### src/rtl/core/gcd_pkg.sv
// Shared constants, types and the arctangent table for the great-circle distance pipeline.
// Used by every module in rtl/core; depends on nothing else.
package gcd_pkg;

   localparam int CORDIC_STEPS = 32;
   localparam int STEP_W       = $clog2(CORDIC_STEPS);
   localparam int CW           = 36;   // CORDIC datapath width, Q2.30 with headroom
   localparam int DW           = 34;   // angle width in half units of 1e-7 degree
   localparam int SQRT_BITS    = 31;   // root width, roots reach 2^30 exactly
   localparam int SQRT_IW      = $clog2(SQRT_BITS);
   localparam int RW           = 2 * SQRT_BITS - 1;

   localparam logic [63:0] PI_Q62       = 64'hC90FDAA22168C234;
   localparam logic [63:0] PI_Q30       = 64'hC90FDAA2;
   localparam logic [63:0] RAD_SCALE    = (PI_Q62 + 64'd1800000000) / 64'd3600000000;
   localparam logic [63:0] RADIUS_CM    = 64'd637100000;
   localparam logic [63:0] HALF_CIRC_CM = (RADIUS_CM * PI_Q30 + 64'd536870912) >> 30;

   localparam logic signed [DW-1:0] QUARTER_TURN = DW'(64'sd1800000000);
   localparam logic signed [DW-1:0] HALF_TURN    = DW'(64'sd3600000000);
   localparam logic signed [CW-1:0] CORDIC_GAIN  = CW'(64'sd652032874);
   localparam logic [30:0]          ONE_Q30      = 31'd1073741824;

   typedef enum logic {
      CORDIC_ROTATE,
      CORDIC_VECTOR
   } cordic_mode_type;

   typedef struct packed {
      logic signed [CW-1:0] x;
      logic signed [CW-1:0] y;
      logic signed [CW-1:0] z;
   } cordic_vec_type;

   typedef struct packed {
      logic [RW-1:0]        rem;
      logic [SQRT_BITS-1:0] root;
   } sqrt_state_type;

   // Elementary angles atan(2^-i) in Q2.30; beyond the head the small-angle value is exact.
   function automatic logic signed [CW-1:0] atan_entry(input logic [STEP_W-1:0] i);
      logic signed [CW-1:0] r;
      case (i)
         STEP_W'(0): r = CW'(843314857);
         STEP_W'(1): r = CW'(497837829);
         STEP_W'(2): r = CW'(263043837);
         STEP_W'(3): r = CW'(133525159);
         STEP_W'(4): r = CW'(67021687);
         STEP_W'(5): r = CW'(33543516);
         STEP_W'(6): r = CW'(16775851);
         STEP_W'(7): r = CW'(8388437);
         STEP_W'(8): r = CW'(4194283);
         STEP_W'(9): r = CW'(2097149);
         default: begin
            if (int'(i) <= 30) begin
               r = CW'(1) <<< (30 - int'(i));
            end else begin
               r = '0;
            end
         end
      endcase
      return r;
   endfunction

endpackage

### src/rtl/core/gcd_sqrt_cell.sv
// One digit of a restoring square root: decides a single root bit and registers the result.
// Depends on gcd_pkg for the root state type.
module gcd_sqrt_cell (
   input  logic                        clock,
   input  logic                        enable,
   input  logic [gcd_pkg::SQRT_IW-1:0] step,
   input  gcd_pkg::sqrt_state_type     prev_state,
   output gcd_pkg::sqrt_state_type     state
);

   gcd_pkg::sqrt_state_type state_ff, state_in;
   logic [63:0]             delta;

   // Setting bit k of the root adds 2^(k+1)*root + 2^(2k) to its square.
   always_comb begin
      delta    = (64'(prev_state.root) << (step + 1)) + (64'd1 << (2 * step));
      state_in = prev_state;
      if (64'(prev_state.rem) >= delta) begin
         state_in.rem  = gcd_pkg::RW'(64'(prev_state.rem) - delta);
         state_in.root = prev_state.root | (gcd_pkg::SQRT_BITS'(1) << step);
      end
   end

   always_ff @(posedge clock) begin
      if (enable) begin
         state_ff <= state_in;
      end
   end

   assign state = state_ff;

endmodule

### config.mk
export PLATFORM = sky130hd
export DESIGN_NAME = gcd_sqrt_cell
export DESIGN_NICKNAME = d
export VERILOG_FILES = /design/src/rtl/core/gcd_pkg.sv /design/src/rtl/core/gcd_sqrt_cell.sv
export SDC_FILE = /design/constraint.sdc
export NUM_CORES = 1
export LEC_CHECK = 0
export ABC_AREA = 1
export BUFFER_PORTS_ARGS = -buffer_cell sky130_fd_sc_hd__buf_2
export CORE_MARGIN = 3
export CORE_UTILIZATION = 61
export DETAILED_ROUTE_END_ITERATION = 10
export GPL_TIMING_DRIVEN = 0
export PLACE_DENSITY = 0.86
export REMOVE_ABC_BUFFERS = 1
export SLEW_MARGIN = 20
export SYNTH_ARGS = -nofsm -noshare
export SYNTH_HDL_FRONTEND = slang
export SYNTH_SLANG_ARGS = --single-unit
### constraint.sdc
create_clock -name clock -period 8.9 [get_ports clock]
set_clock_uncertainty 0.05 [all_clocks]
set_input_delay 1.335 -clock clock [delete_from_list [all_inputs] [get_ports clock]]
set_output_delay 1.335 -clock clock [all_outputs]
set_load 0.1 [all_outputs]
# ---- Word level (Yosys, flattened, before mapping)
# Index checks and enable logic that the tools add are counted.
dict set report word_totals {
  regBits 92
  out_inout_bits 92
}
dict set report op_classes {
  addsub 3
  order_cmp 1
  n_shift 3
  muxes 1
  bitwise 1
}
# op count
set ops {}
lappend ops {{92-bit two-way mux} 1}
lappend ops {{64-bit adder} 1}
lappend ops {{61-bit by 64-bit >= comparator with 1-bit output} 1}
lappend ops {{1-bit by 6-bit << shifter with 64-bit output (first input constant)} 1}
lappend ops {{31-bit by 6-bit << shifter with 64-bit output} 1}
lappend ops {{61-bit subtractor} 1}
lappend ops {{31-bit OR} 1}
lappend ops {{1-bit by 5-bit << shifter with 31-bit output (first input constant)} 1}
lappend ops {{5-bit by 1-bit adder with 6-bit output (second input constant)} 1}

# ---- Logic depth before layout (Yosys ltp)
dict set report depth {
  ltp_word 5
  depth_mapped 48
  mapped_depth_nobuf 43
}

# ---- Worst setup path before layout
# No wires, ideal clock.
dict set report synth_path {
  path_kind {input-to-reg}
  startpoint {in step[0] (netlist name)}
  endpoint {reg state_ff, in the netlist state[52], data pin}
  setup_ps 253
  t_arrival_ps 7034
  required_time_ps 8597
  path_slack_ps 1563
  stages 42
  cell_sequence {buf_4 -> inv_4 -> buf_4 -> ha_1 -> buf_2 -> inv_2 -> buf_2 -> buf_1 -> mux2i_1 -> inv_1 -> o21ai_0 -> nor2_1 -> a31oi_1 -> nand2_1 -> o21ai_0 -> nor2_1 -> ha_1 -> nand3_1 -> [... 6 more ...] -> xnor2_1 -> ha_1 -> a21o_1 -> o21bai_1 -> a21boi_0 -> o21ai_0 -> a21oi_1 -> nand3_1 -> nand2_1 -> inv_1 -> o21ai_0 -> nand2_1 -> nand2_1 -> nor2_2 -> buf_4 -> buf_2 -> nand4_1 -> nand2_1}
}
# element line_no
set synth_lines {}
lappend synth_lines {{from (decl)} gcd_sqrt_cell.sv:6} ;# input logic [gcd_pkg::SQRT_IW-1:0] step,
lappend synth_lines {{to (signal assigned)} gcd_sqrt_cell.sv:26} ;# state_ff <= state_in;
lappend synth_lines {{to (decl)} gcd_sqrt_cell.sv:11} ;# gcd_pkg::sqrt_state_type state_ff, state_in;

==> summary.txt <==
Global route
  – Total gr overflow: 0
  – Pin count of the biggest net entering global routing: 54
  – Total Routing Usage GR: 40.5%
  – Via count of the first global-routing pass: 16100
  – Number of antenna violations at the first check in global routing: 0
  – Wire length of the first global-routing pass: 84400 µm

Synth
  – Distinct cell type count after synthesis: between 50 and 60
  – Post-Syn Area per Cell: 6.11 µm²
  – Synth Instances: 2399
  – Synthesis-stage register bit count: slightly above 90
  – Sequential element share of the synthesized area: between 10% and 20%
  – Warnings, synthesis: 0
  – Netlist area before placement: 14700 µm²

STA
  – Total of endpoints with negative setup slack in the final report: 0
  – Post-route fraction of the period consumed by the critical path: roughly 98%
  – TNS Setup: 0 ns
  – Time the final worst path needs with I/O delays and setup: 8.68 ns
  – Min Hold Slack: 1.20 ns
  – Hold Fails Final Rpt: 0
  – Final Slew Violations: 0
  – Worst-margin pin slew: 1.12 ns
  – F_max: between 0.1 and 0.15 GHz
  – Setup WS post-layout: 0.218 ns
  – Relative slew slack: 25.2%

Drt
  – Via/cell ratio: a little over 6
  – Detail Route Antenna Nets: 0
  – Per-cell routed wire length: 19.2 µm
  – Final routed wirelength across all metal layers: around 55000 µm
  – Detailed-router iteration count before antenna repair: 8
  – Count of vias placed by the detailed router: approximately 18000
  – 1st-iter DRT viols: approximately 2300
  – Drt drc: 0

Place
  – Post-DP HPWL: roughly 43000 µm
  – Pre-CTS setup slack: -2.86 ns
  – Cell count after placement: 2826
  – Placer's final routability congestion estimate: 1.07
  – Port buffer count: 190

Finish
  – Number of flip-flops in the largest register: slightly above 90
  – Commonest non-fill, non-tap cells in the layout: sky130_fd_sc_hd__nand2_1, sky130_fd_sc_hd__inv_1, sky130_fd_sc_hd__nor2_1
  – Layout net count: 2734
  – Antenna diodes: 0
  – Commonest non-fill, non-tap cell in the layout: sky130_fd_sc_hd__nand2_1
  – Count of filler cells inserted in the layout: roughly 2200
  – Area added between synthesis and finish: 10.9%
  – Final cell count without fillers: around 2900
  – Share of final-layout standard cells stronger than drive strength 1: 12.2%

Clocking
  – Clock tree from TritonCTS: done
  – Post-CTS Hold Fix Bufs: 0
  – Clock H-tree levels: 3
  – Count of clock tree sinks: 92
  – Maximum root-to-sink buffer count: 2
  – Root buffer selected by CTS: sky130_fd_sc_hd__clkbuf_16
  – Clock transition at the registers of the reported paths: 0.08 ns
  – Inserted Clock Buffers: 9

Job
  – Max-cap violations: 0

Critical path
  – Largest stage delay on the critical path: 0.44 ns
  – Arrival time at the worst endpoint: 8.74 ns
  – Setup Crit Path Kind: primary input to flop
  – Kind of end point of the critical path: flop
  – Critical path startpoint category: primary input
  – CP Max Fanout: 53
  – Most numerous cell on the critical path: sky130_fd_sc_hd__nand2_1
  – Slowest cell on the critical path: sky130_fd_sc_hd__o21ai_1
  – Required time of the critical path: 8.96 ns

Power
  – Worst IR drop on VDD: 0.190 mV
  – Power density of the placed cells: between 150 and 200 nW/µm²
  – Leakage power summed over all cells: 7.84 nW

Floorplanning
  – Cell Rows: 56
  – Core region area: 23500 µm²
  – I/O pin total: approximately 190
  – Die extent in y: 161 µm
  – Die area: 25900 µm²
  – DIE WIDTH: 161 µm
  – Effective utilization at floorplan: 62.3%

Run status
  – Run status: finished clean

Hold path
  – Kind of path behind the tightest hold check: primary input to flop
routing by layer:
layer | track usage [%] | wire length (µm) | up-vias
met4 | 21.5 | 3520 | 0
met1 | 53.1 | 21700 | 7794
met3 | 5.05 | 5530 | 229
met2 | 65.2 | 24300 | 1264
met5 | 0 | 0 | -
li1 | - | - | 8347
final cells by class:
class	instances	area [µm²]	area share (%)
Timing Repair Buffer	206	1200	7.38
Inverter	305	1160	7.14
Tap cell	319	399	2.45
Sequential cell	92	2760	17.0
Clock buffer	10	229	1.41
Clock inverter	6	95.1	0.584
Multi-Input combinational cell	1920	10400	64.1
per-stage QoR:
| step | util [%] | total power [W] | area, µm² |
|---|---|---|---|
| floorplan | - | 0.00201 | 14100 |
| global placement | 65.7 | 0.00238 | 15500 |
| detailed placement | 66.3 | 0.00241 | 15600 |
| CTS | 68.2 | 0.00288 | 16100 |
| global route | 69.1 | 0.00310 | 16300 |
| finish | 69.1 | 0.00296 | 16300 |
Yosys cell counts (all sizes together):
cell type	number	area, µm²
or2	3	18.8
o22ai	9	56.3
fa	1	20.0
o211ai	4	30.0
o21ai	127	639
a221oi	1	8.76
a311oi	1	8.76
nor3	34	175
a31oi	21	131
inv	300	1130
and2	4	25.0
o2111ai	3	26.3
a21o	14	105
xnor2	23	201
o21bai	21	158
nor2	251	995
buf	74	493
edfxtp	92	2760
o31ai	2	15.0
nor4	14	87.6
o221ai	8	70.1
o221a	1	11.3
xor2	79	692
clkinv	5	18.8
clkbuf	13	48.8
mux2i	9	90.1
o311ai	1	8.76
a21oi	120	601
nand2	694	2630
o21a	5	37.5
nand3	218	1160
a31o	1	8.76
ha	100	1250
a21boi	8	60.1
nand3b	6	45.0
nand4	131	841
nand2b	1	6.26
power breakdown:
part | leakage [nW] | switching [W] | total (W) | internal (W)
clock | 0.158 | 0.000204 | 0.000454 | 0.000250
sequential | 0.898 | 0.0000156 | 0.000595 | 0.000579
combinational | 6.78 | 0.00144 | 0.00191 | 0.000473
final timing paths:
kind / from / endpoint / slack (ns) / cells after the start
max: step[0] / state[68]$_DFFE_PP_ / 0.22 / 42
min: prev_state[25] / state[25]$_DFFE_PP_ / 1.20 / 3
worst max-delay path, delay by kind of cell:
family	cells	cell delay, ns
simple gates	24	3.63
compound gates	5	1.27
fa+ha+maj	3	1.13
buf+inv	9	1.11
xor+xnor	1	0.19
cells by family after synthesis:
logic type               after synthesis  share of synthesized area [%]
buffers and inverters                392                           11.5
multiplexers                           9                          0.614
AND/OR/NAND/NOR                     1356                           40.8
flip-flops                            92                           18.8
AO/OA/AOI/OAI                        347                           13.5
XOR/XNOR                             102                           6.09
adder cells (fa/ha/maj)              101                           8.67
timing repair:
action | 4_1_cts | 5_1_grt
setup endpoints to repair | 92 | 92
pin swaps | 2 | 2
gates resized for setup | 19 | 22
cloned | 4 | 1
buffers inserted | 2 | 9
(Power assumes the default switching activity.)
