==> config.mk <==
export PLATFORM = sky130hd
export DESIGN_NAME = gcd_angle
export DESIGN_NICKNAME = d
export VERILOG_FILES = /design/src/rtl/core/gcd_pkg.sv /design/src/rtl/core/gcd_angle.sv
export SDC_FILE = /design/constraint.sdc
export NUM_CORES = 1
export LEC_CHECK = 0
export BUFFER_PORTS_ARGS = -buffer_cell sky130_fd_sc_hd__buf_2
export CORE_ASPECT_RATIO = 1.25
export CORE_MARGIN = 5
export CORE_UTILIZATION = 55
export CTS_CLUSTER_SIZE = 12
export DETAILED_ROUTE_END_ITERATION = 16
export GPL_TIMING_DRIVEN = 1
export PLACE_DENSITY = 0.72
export SYNTH_ARGS = -nofsm -noshare
export SYNTH_HDL_FRONTEND = slang
export SYNTH_SLANG_ARGS = --single-unit
==> constraint.sdc <==
create_clock -name clock -period 8.1 [get_ports clock]
set_input_delay 0.81 -clock clock [delete_from_list [all_inputs] [get_ports clock]]
set_output_delay 0.81 -clock clock [all_outputs]
set_load 0.01 [all_outputs]
==> src/rtl/core/gcd_pkg.sv <==
// Shared constants, types and the arctangent table for the great-circle distance pipeline.
// Used by every module in rtl/core; depends on nothing else.
package gcd_pkg;

   localparam int CORDIC_STEPS = 32;
   localparam int STEP_W       = $clog2(CORDIC_STEPS);
   localparam int CW           = 36;   // CORDIC datapath width, Q2.30 with headroom
   localparam int DW           = 34;   // angle width in half units of 1e-7 degree
   localparam int SQRT_BITS    = 31;   // root width, roots reach 2^30 exactly
   localparam int SQRT_IW      = $clog2(SQRT_BITS);
   localparam int RW           = 2 * SQRT_BITS - 1;

   localparam logic [63:0] PI_Q62       = 64'hC90FDAA22168C234;
   localparam logic [63:0] PI_Q30       = 64'hC90FDAA2;
   localparam logic [63:0] RAD_SCALE    = (PI_Q62 + 64'd1800000000) / 64'd3600000000;
   localparam logic [63:0] RADIUS_CM    = 64'd637100000;
   localparam logic [63:0] HALF_CIRC_CM = (RADIUS_CM * PI_Q30 + 64'd536870912) >> 30;

   localparam logic signed [DW-1:0] QUARTER_TURN = DW'(64'sd1800000000);
   localparam logic signed [DW-1:0] HALF_TURN    = DW'(64'sd3600000000);
   localparam logic signed [CW-1:0] CORDIC_GAIN  = CW'(64'sd652032874);
   localparam logic [30:0]          ONE_Q30      = 31'd1073741824;

   typedef enum logic {
      CORDIC_ROTATE,
      CORDIC_VECTOR
   } cordic_mode_type;

   typedef struct packed {
      logic signed [CW-1:0] x;
      logic signed [CW-1:0] y;
      logic signed [CW-1:0] z;
   } cordic_vec_type;

   typedef struct packed {
      logic [RW-1:0]        rem;
      logic [SQRT_BITS-1:0] root;
   } sqrt_state_type;

   // Elementary angles atan(2^-i) in Q2.30; beyond the head the small-angle value is exact.
   function automatic logic signed [CW-1:0] atan_entry(input logic [STEP_W-1:0] i);
      logic signed [CW-1:0] r;
      case (i)
         STEP_W'(0): r = CW'(843314857);
         STEP_W'(1): r = CW'(497837829);
         STEP_W'(2): r = CW'(263043837);
         STEP_W'(3): r = CW'(133525159);
         STEP_W'(4): r = CW'(67021687);
         STEP_W'(5): r = CW'(33543516);
         STEP_W'(6): r = CW'(16775851);
         STEP_W'(7): r = CW'(8388437);
         STEP_W'(8): r = CW'(4194283);
         STEP_W'(9): r = CW'(2097149);
         default: begin
            if (int'(i) <= 30) begin
               r = CW'(1) <<< (30 - int'(i));
            end else begin
               r = '0;
            end
         end
      endcase
      return r;
   endfunction

endpackage

==> src/rtl/core/gcd_angle.sv <==
// Angle front end: folds an angle into a quarter turn either side of zero and scales it to
// Q2.30 radians over three registered stages. Depends on gcd_pkg.
module gcd_angle (
   input  logic                         clock,
   input  logic                         enable,
   input  logic signed [gcd_pkg::DW-1:0] angle,
   output logic signed [gcd_pkg::CW-1:0] rad,
   output logic                         flip
);

   logic signed [gcd_pkg::DW-1:0] folded;
   logic [30:0]                   mag_ff, mag_in;
   logic                          neg1_ff, neg1_in, flip1_ff, flip1_in;
   logic [62:0]                   prod_ff, prod_in;
   logic                          neg2_ff, flip2_ff;
   logic [30:0]                   round_mag;
   logic signed [gcd_pkg::CW-1:0] rad_ff, rad_in;
   logic                          flip3_ff;

   always_comb begin
      folded   = angle;
      flip1_in = 1'b0;
      if (angle > gcd_pkg::QUARTER_TURN) begin
         folded   = angle - gcd_pkg::HALF_TURN;
         flip1_in = 1'b1;
      end else if (angle < -gcd_pkg::QUARTER_TURN) begin
         folded   = angle + gcd_pkg::HALF_TURN;
         flip1_in = 1'b1;
      end
      neg1_in   = folded[gcd_pkg::DW-1];
      mag_in    = 31'(neg1_in ? -folded : folded);
      prod_in   = 63'(mag_ff) * 63'(gcd_pkg::RAD_SCALE[31:0]);
      round_mag = 31'((prod_ff + (63'(1) << 31)) >> 32);
      rad_in    = neg2_ff ? -gcd_pkg::CW'(round_mag) : gcd_pkg::CW'(round_mag);
   end

   always_ff @(posedge clock) begin
      if (enable) begin
         mag_ff   <= mag_in;
         neg1_ff  <= neg1_in;
         flip1_ff <= flip1_in;
         prod_ff  <= prod_in;
         neg2_ff  <= neg1_ff;
         flip2_ff <= flip1_ff;
         rad_ff   <= rad_in;
         flip3_ff <= flip2_ff;
      end
   end

   assign rad  = rad_ff;
   assign flip = flip3_ff;

endmodule

-- After elaboration in Yosys (flattened, before gate mapping)
Index checks and enable logic that the tools add are counted.
- memories: 0
- bits in read-only memories: 0
- bits of input ports: 36
- memory bits (writable): 0
- logic and storage cells: 22
- output and inout port bits: 37
- bits in registers: 134
- bits in latches: 0
- add/subtract/negate cells: 5
- div/mod/pow operators: 0
- reductions and logical operators: 0
- order comparisons: 2
- multiplexer cells: 5
- $mul: 1
- shift operators: 0
- equal/unequal tests: 0
- bitwise gates (word level): 0
- operators with widths (operator ; number):
    $mux W34 ; 2
    $add A63 B32 Y63 const B ; 1
    $mul A31 B31 Y62 const B ; 1
    $mux W31 ; 2
    $neg A31 Y36 ; 1
    $add A34 B33 Y34 const B ; 1
    $gt A34 B32 Y1 const B ; 1
    $lt A34 B32 Y1 const B ; 1
    $sub A34 B33 Y34 const B ; 1
    $neg A31 Y31 ; 1
    $mux W1 ; 1

-- Logic depth before layout (Yosys ltp)
- depth in word-level cells: 5
- gate-level depth with buffers: 27
- gate-level depth less buffers: 27

-- Least setup slack after synthesis
No wires, ideal clock.
- path kind: flip-flop to flip-flop
- start point: register mag_ff[7]
- end point: register prod_ff[57], data pin
- arrival time: 7027 ps
- clock period less this slack: 7286 ps
- library setup time: 259 ps
- stages on the path, launching flop included: 23
- data required time: 7841 ps
- slack: 814 ps
- path through: edfxtp_1 fa_1 inv_1 fa_1 inv_1 fa_1 fa_1 fa_1 fa_1 fa_1 inv_1 fa_1 inv_1 ha_1 a21oi_1 nand2_1 or3_1 o211ai_1 nand2_1 o21ai_0 o21bai_1 a221o_1 xor2_1
- longest elaborated chain between the ends: 1
- RTL lines (what ; line ; text):
    start, declared ; gcd_angle.sv:12 ; logic [30:0] mag_ff, mag_in;
    start signal, assigned ; gcd_angle.sv:39 ; mag_ff <= mag_in;
    $mul A31 B31 Y62 ; gcd_angle.sv:32 ; prod_in = 63'(mag_ff) * 63'(gcd_pkg::RAD_SCALE[31:0]);
    named net prod_in[57] ; gcd_angle.sv:14 ; logic [62:0] prod_ff, prod_in;
    end signal, assigned ; gcd_angle.sv:42 ; prod_ff <= prod_in;
    end, declared ; gcd_angle.sv:14 ;
The timed path passes the listed nets, and every way through them passes these cells.
A chain may end at the register's enable or synchronous reset.

-- Worst setup path after layout
- start point: register mag_ff[4]
- end point: register prod_ff[50], data pin
The elaborated chain is that of the path after synthesis.

==> out/results.tsv <==
stage	metric	value	unit
sta	post-route clock period utilization	97.12	%
final_layout	area added between synthesis and finish	6.466	%
sta	final-report max-slew violation count	0	
synthesis	Commonest cells post-synth	inv_1 (496), fa_1 (342), ha_1 (328), edfxtp_1 (104), xnor2_1 (102)	
final_layout	combined area of the multi-input logic cells	16040	um2
floorplan	Chip Width	185.9	um
critical_path	critical path launch point type	flop	
critical_path	data arrival time at the worst-slack endpoint	8.00	ns
status	result of the run	complete, no violations	
synthesis	top post-synthesis cells by area	fa_1 (32%), ha_1 (19%), edfxtp_1 (15%)	
clock_network	Clock H-tree levels	3	
drt	wire length the detailed router placed on met1	20100	um
synthesis	register bit count reported by yosys	104	
global_routing	largest net degree at the start of global routing	71	
floorplan	Row Count	80	
floorplan	top-level port count	73	
place	post-detail-place hpwl	44270	um
synthesis	Synth warnings	0	
final_layout	Diodes inserted	0	
synthesis	dominant synthesized flop cell	edfxtp_1	
global_routing	first-pass GRT wire length	82180	um
hold_path	class of the worst hold path	reg2reg	
final_layout	final-stage net count	2862	
drt	met2 layer wire length in the routed design	25990	um
run	max capacitance violation total	0	
clock_network	master cell of the clock root buffer	clkbuf_16	
place	placer's final routability congestion estimate	1.028	
clock_network	count of clock tree sinks	104	
synthesis	Cell variety after synth	91	
synthesis	largest area contributor in the netlist	fa_1	
clock_network	Hold-fix buffers, CTS	0	
clock_network	number of buffers on the longest clock path	2	
place	number of port buffers	72	
critical_path	cell family with most CP delay	adder cells	
critical_path	Critical path buffers and inverters	5	
drt	residual DRC count	0	
sta	Max Clock Skew	0.01898	ns
critical_path	slowest CP cell	fa_1	
synthesis	syn_nets	2788	
floorplan	initial cell density of the core	55.62	%
global_routing	antenna violations before repair	0	
critical_path	most used cell, CP	fa_1	
drt	count of TritonRoute iterations in the first routing pass	7	
clock_network	cts bufs inserted	9	
final_layout	final core utilization	59.21	%
floorplan	die height	229.9	um
synthesis	cells after synthesis	2082	
synthesis	fraction of the yosys area taken by sequential cells	14.68	%
synthesis	average cell area after synthesis	10.21	um2
final_layout	total of fill cells in the finished design	3222	
floorplan	area inside the core boundary	38240	um2
critical_path	Critical Path Fanout Max	7	
drt	WL met3	2281	um
synthesis	Post-synth EDFFs	104	
drt	uppermost layer routed	met4	
sta	FMAX	0.1271	GHz
global_routing	via count of the first global-routing pass	15870	
final_layout	Register Area	3123	um2
sta	Final Hold Violating Endpoints	0	
synthesis	share of the synthesized area in the top cell type	32.19	%
synthesis	dominant cell by count in the synthesized netlist	inv_1	
sta	worst setup margin	0.2331	ns
drt	number of routed nets with antenna violations	0	
critical_path	Max stage delay on crit path	0.63	ns
sta	min Tclk post-route	7.867	ns
drt	via-per-instance ratio	5.609	
synthesis	summed instance area of the synthesized netlist	21270	um2
sta	unrepaired setup endpoints after global routing	no	
place	worst-case setup slack after placement	0.06207	ns
synthesis	Async SR Flop Fraction	0	%
sta	setup tns final	0	ns
critical_path	CP cell instances	fa_1 > inv_1 > fa_1 > inv_1 > fa_1 > fa_1 > fa_1 > fa_1 > inv_1 > fa_1 > inv_1 > fa_1 > ha_1 > a21oi_1 > nand2_1 > or3_1 > o211ai_1 > nand2_1 > or2_2 > a221o_1 > buf_4 > xor2_1	
drt	number of design-rule violations left by the first detailed-router iteration	627	
final_layout	share of final-layout standard cells stronger than drive strength 1	7.358	%
critical_path	critical path data required time	8.23	ns
clock_network	TritonCTS clock tree	done	
floorplan	overall die area	42720	um2
clock_network	clock edge transition at the registers on the reported setup and hold paths	0.09	ns
drt	via count	14880	
global_routing	overall track demand over capacity in global routing	24.38	%
sta	pin slew with the least headroom to its limit	0.8353	ns
sta	normalized max-slew margin	44.32	%
critical_path	sort of element at the end of the critical path	flop	
drt	Post-Route WL	50480	um
sta	endpoints failing setup	0	
critical_path	type of the setup path with the least slack	reg2reg	
global_routing	total gr overflow	0	
clock_network	source-to-sink clock delay at the later pin of the worst-skew pair	0.39	ns
drt	average wire length per cell after detail routing	19.03	um
cells by family after synthesis:
logic type | share of synthesized area (%)
AND/OR/NAND/NOR | 8.125
AO/OA/AOI/OAI | 9.437
XOR/XNOR | 6.172
flip-flops | 14.68
multiplexers | 0.1942
buffers and inverters | 9.896
adder cells (fa/ha/maj) | 51.49
flip-flops by register name, indices dropped and copies added, names as in the netlist:
| signal | cells |
|---|---|
| prod_ff | 32 |
| flip1_ff | 1 |
| flip2_ff | 1 |
| neg2_ff | 1 |
| neg1_ff | 1 |
| mag_ff | 31 |
| rad | 36 |
| flip | 1 |
worst register-to-register path, delay by kind of cell, from the launching register on:
family,cells,cell delay [ns]
buffers and inverters,5,0.40
AOI/OAI and AO/OA,3,0.95
DFF,1,0.57
and+or+nand+nor,4,0.95
xor gates and xnor gates,1,0.13
adders and majority gates,9,4.61
layer usage:
| metal | track usage (%) | vias up |
|---|---|---|
| met5 | 0 | - |
| met4 | 9.157 | 0 |
| met3 | 2.434 | 109 |
| met2 | 43.68 | 409 |
| met1 | 30.21 | 7376 |
| li1 | - | 6988 |
final timing paths:
kind              from  depth (start not counted)  slack (ns)     endpoint
max          mag_ff[4]                         22        0.23  prod_ff[50]
min           flip2_ff                          0        0.43         flip
min reg2reg   flip2_ff                          0        0.43         flip
max reg2reg  mag_ff[4]                         22        0.23  prod_ff[50]
per-stage QoR:
stage	instances	hold WS, ns	area (um2)
2_1_floorplan	2082	0.4003	21270
3_3_place_gp	2627	0.4014	22220
3_5_place_dp	2627	0.4065	22220
4_1_cts	2643	0.4277	22550
5_1_grt	2653	0.4414	22640
6_report	2653	0.4262	22640
cell usage in the layout (no fill, tap or decap), types with 6 or more instances in the layout:
cell type	instances
inv_1	496
nand2_1	75
edfxtp_1	104
buf_4	39
or3_1	9
nand4_1	25
o21ai_0	59
nor3_1	28
and3_1	18
nand3_1	36
o211ai_1	9
o31ai_1	13
o21a_1	10
or2_2	6
nand2b_1	8
buf_2	71
a21o_1	29
xor2_1	46
and2_1	6
xnor2_1	102
clkbuf_16	9
nor2b_1	7
a31oi_1	25
a21oi_1	67
fa_1	342
and4_1	8
nor2_1	61
ha_1	328
timing repair:
| item | in CTS | in global routing |
|---|---|---|
| setup endpoints to repair | 0 | 10 |
| buffers inserted | 0 | 10 |
| gates resized for setup | 0 | 2 |
cell type report:
type | instances | share of cell area (%)
multi-input cells | 1433 | 70.84
clock buffers | 9 | 0.9947
clock inverters | 7 | 0.4587
repair buffers | 111 | 2.951
flip-flops and latches | 104 | 13.79
well taps | 492 | 2.719
inverters | 497 | 8.239
Power is not shown: default switching activity piles up to over one toggle a cycle in this logic, so the estimate is an artifact.
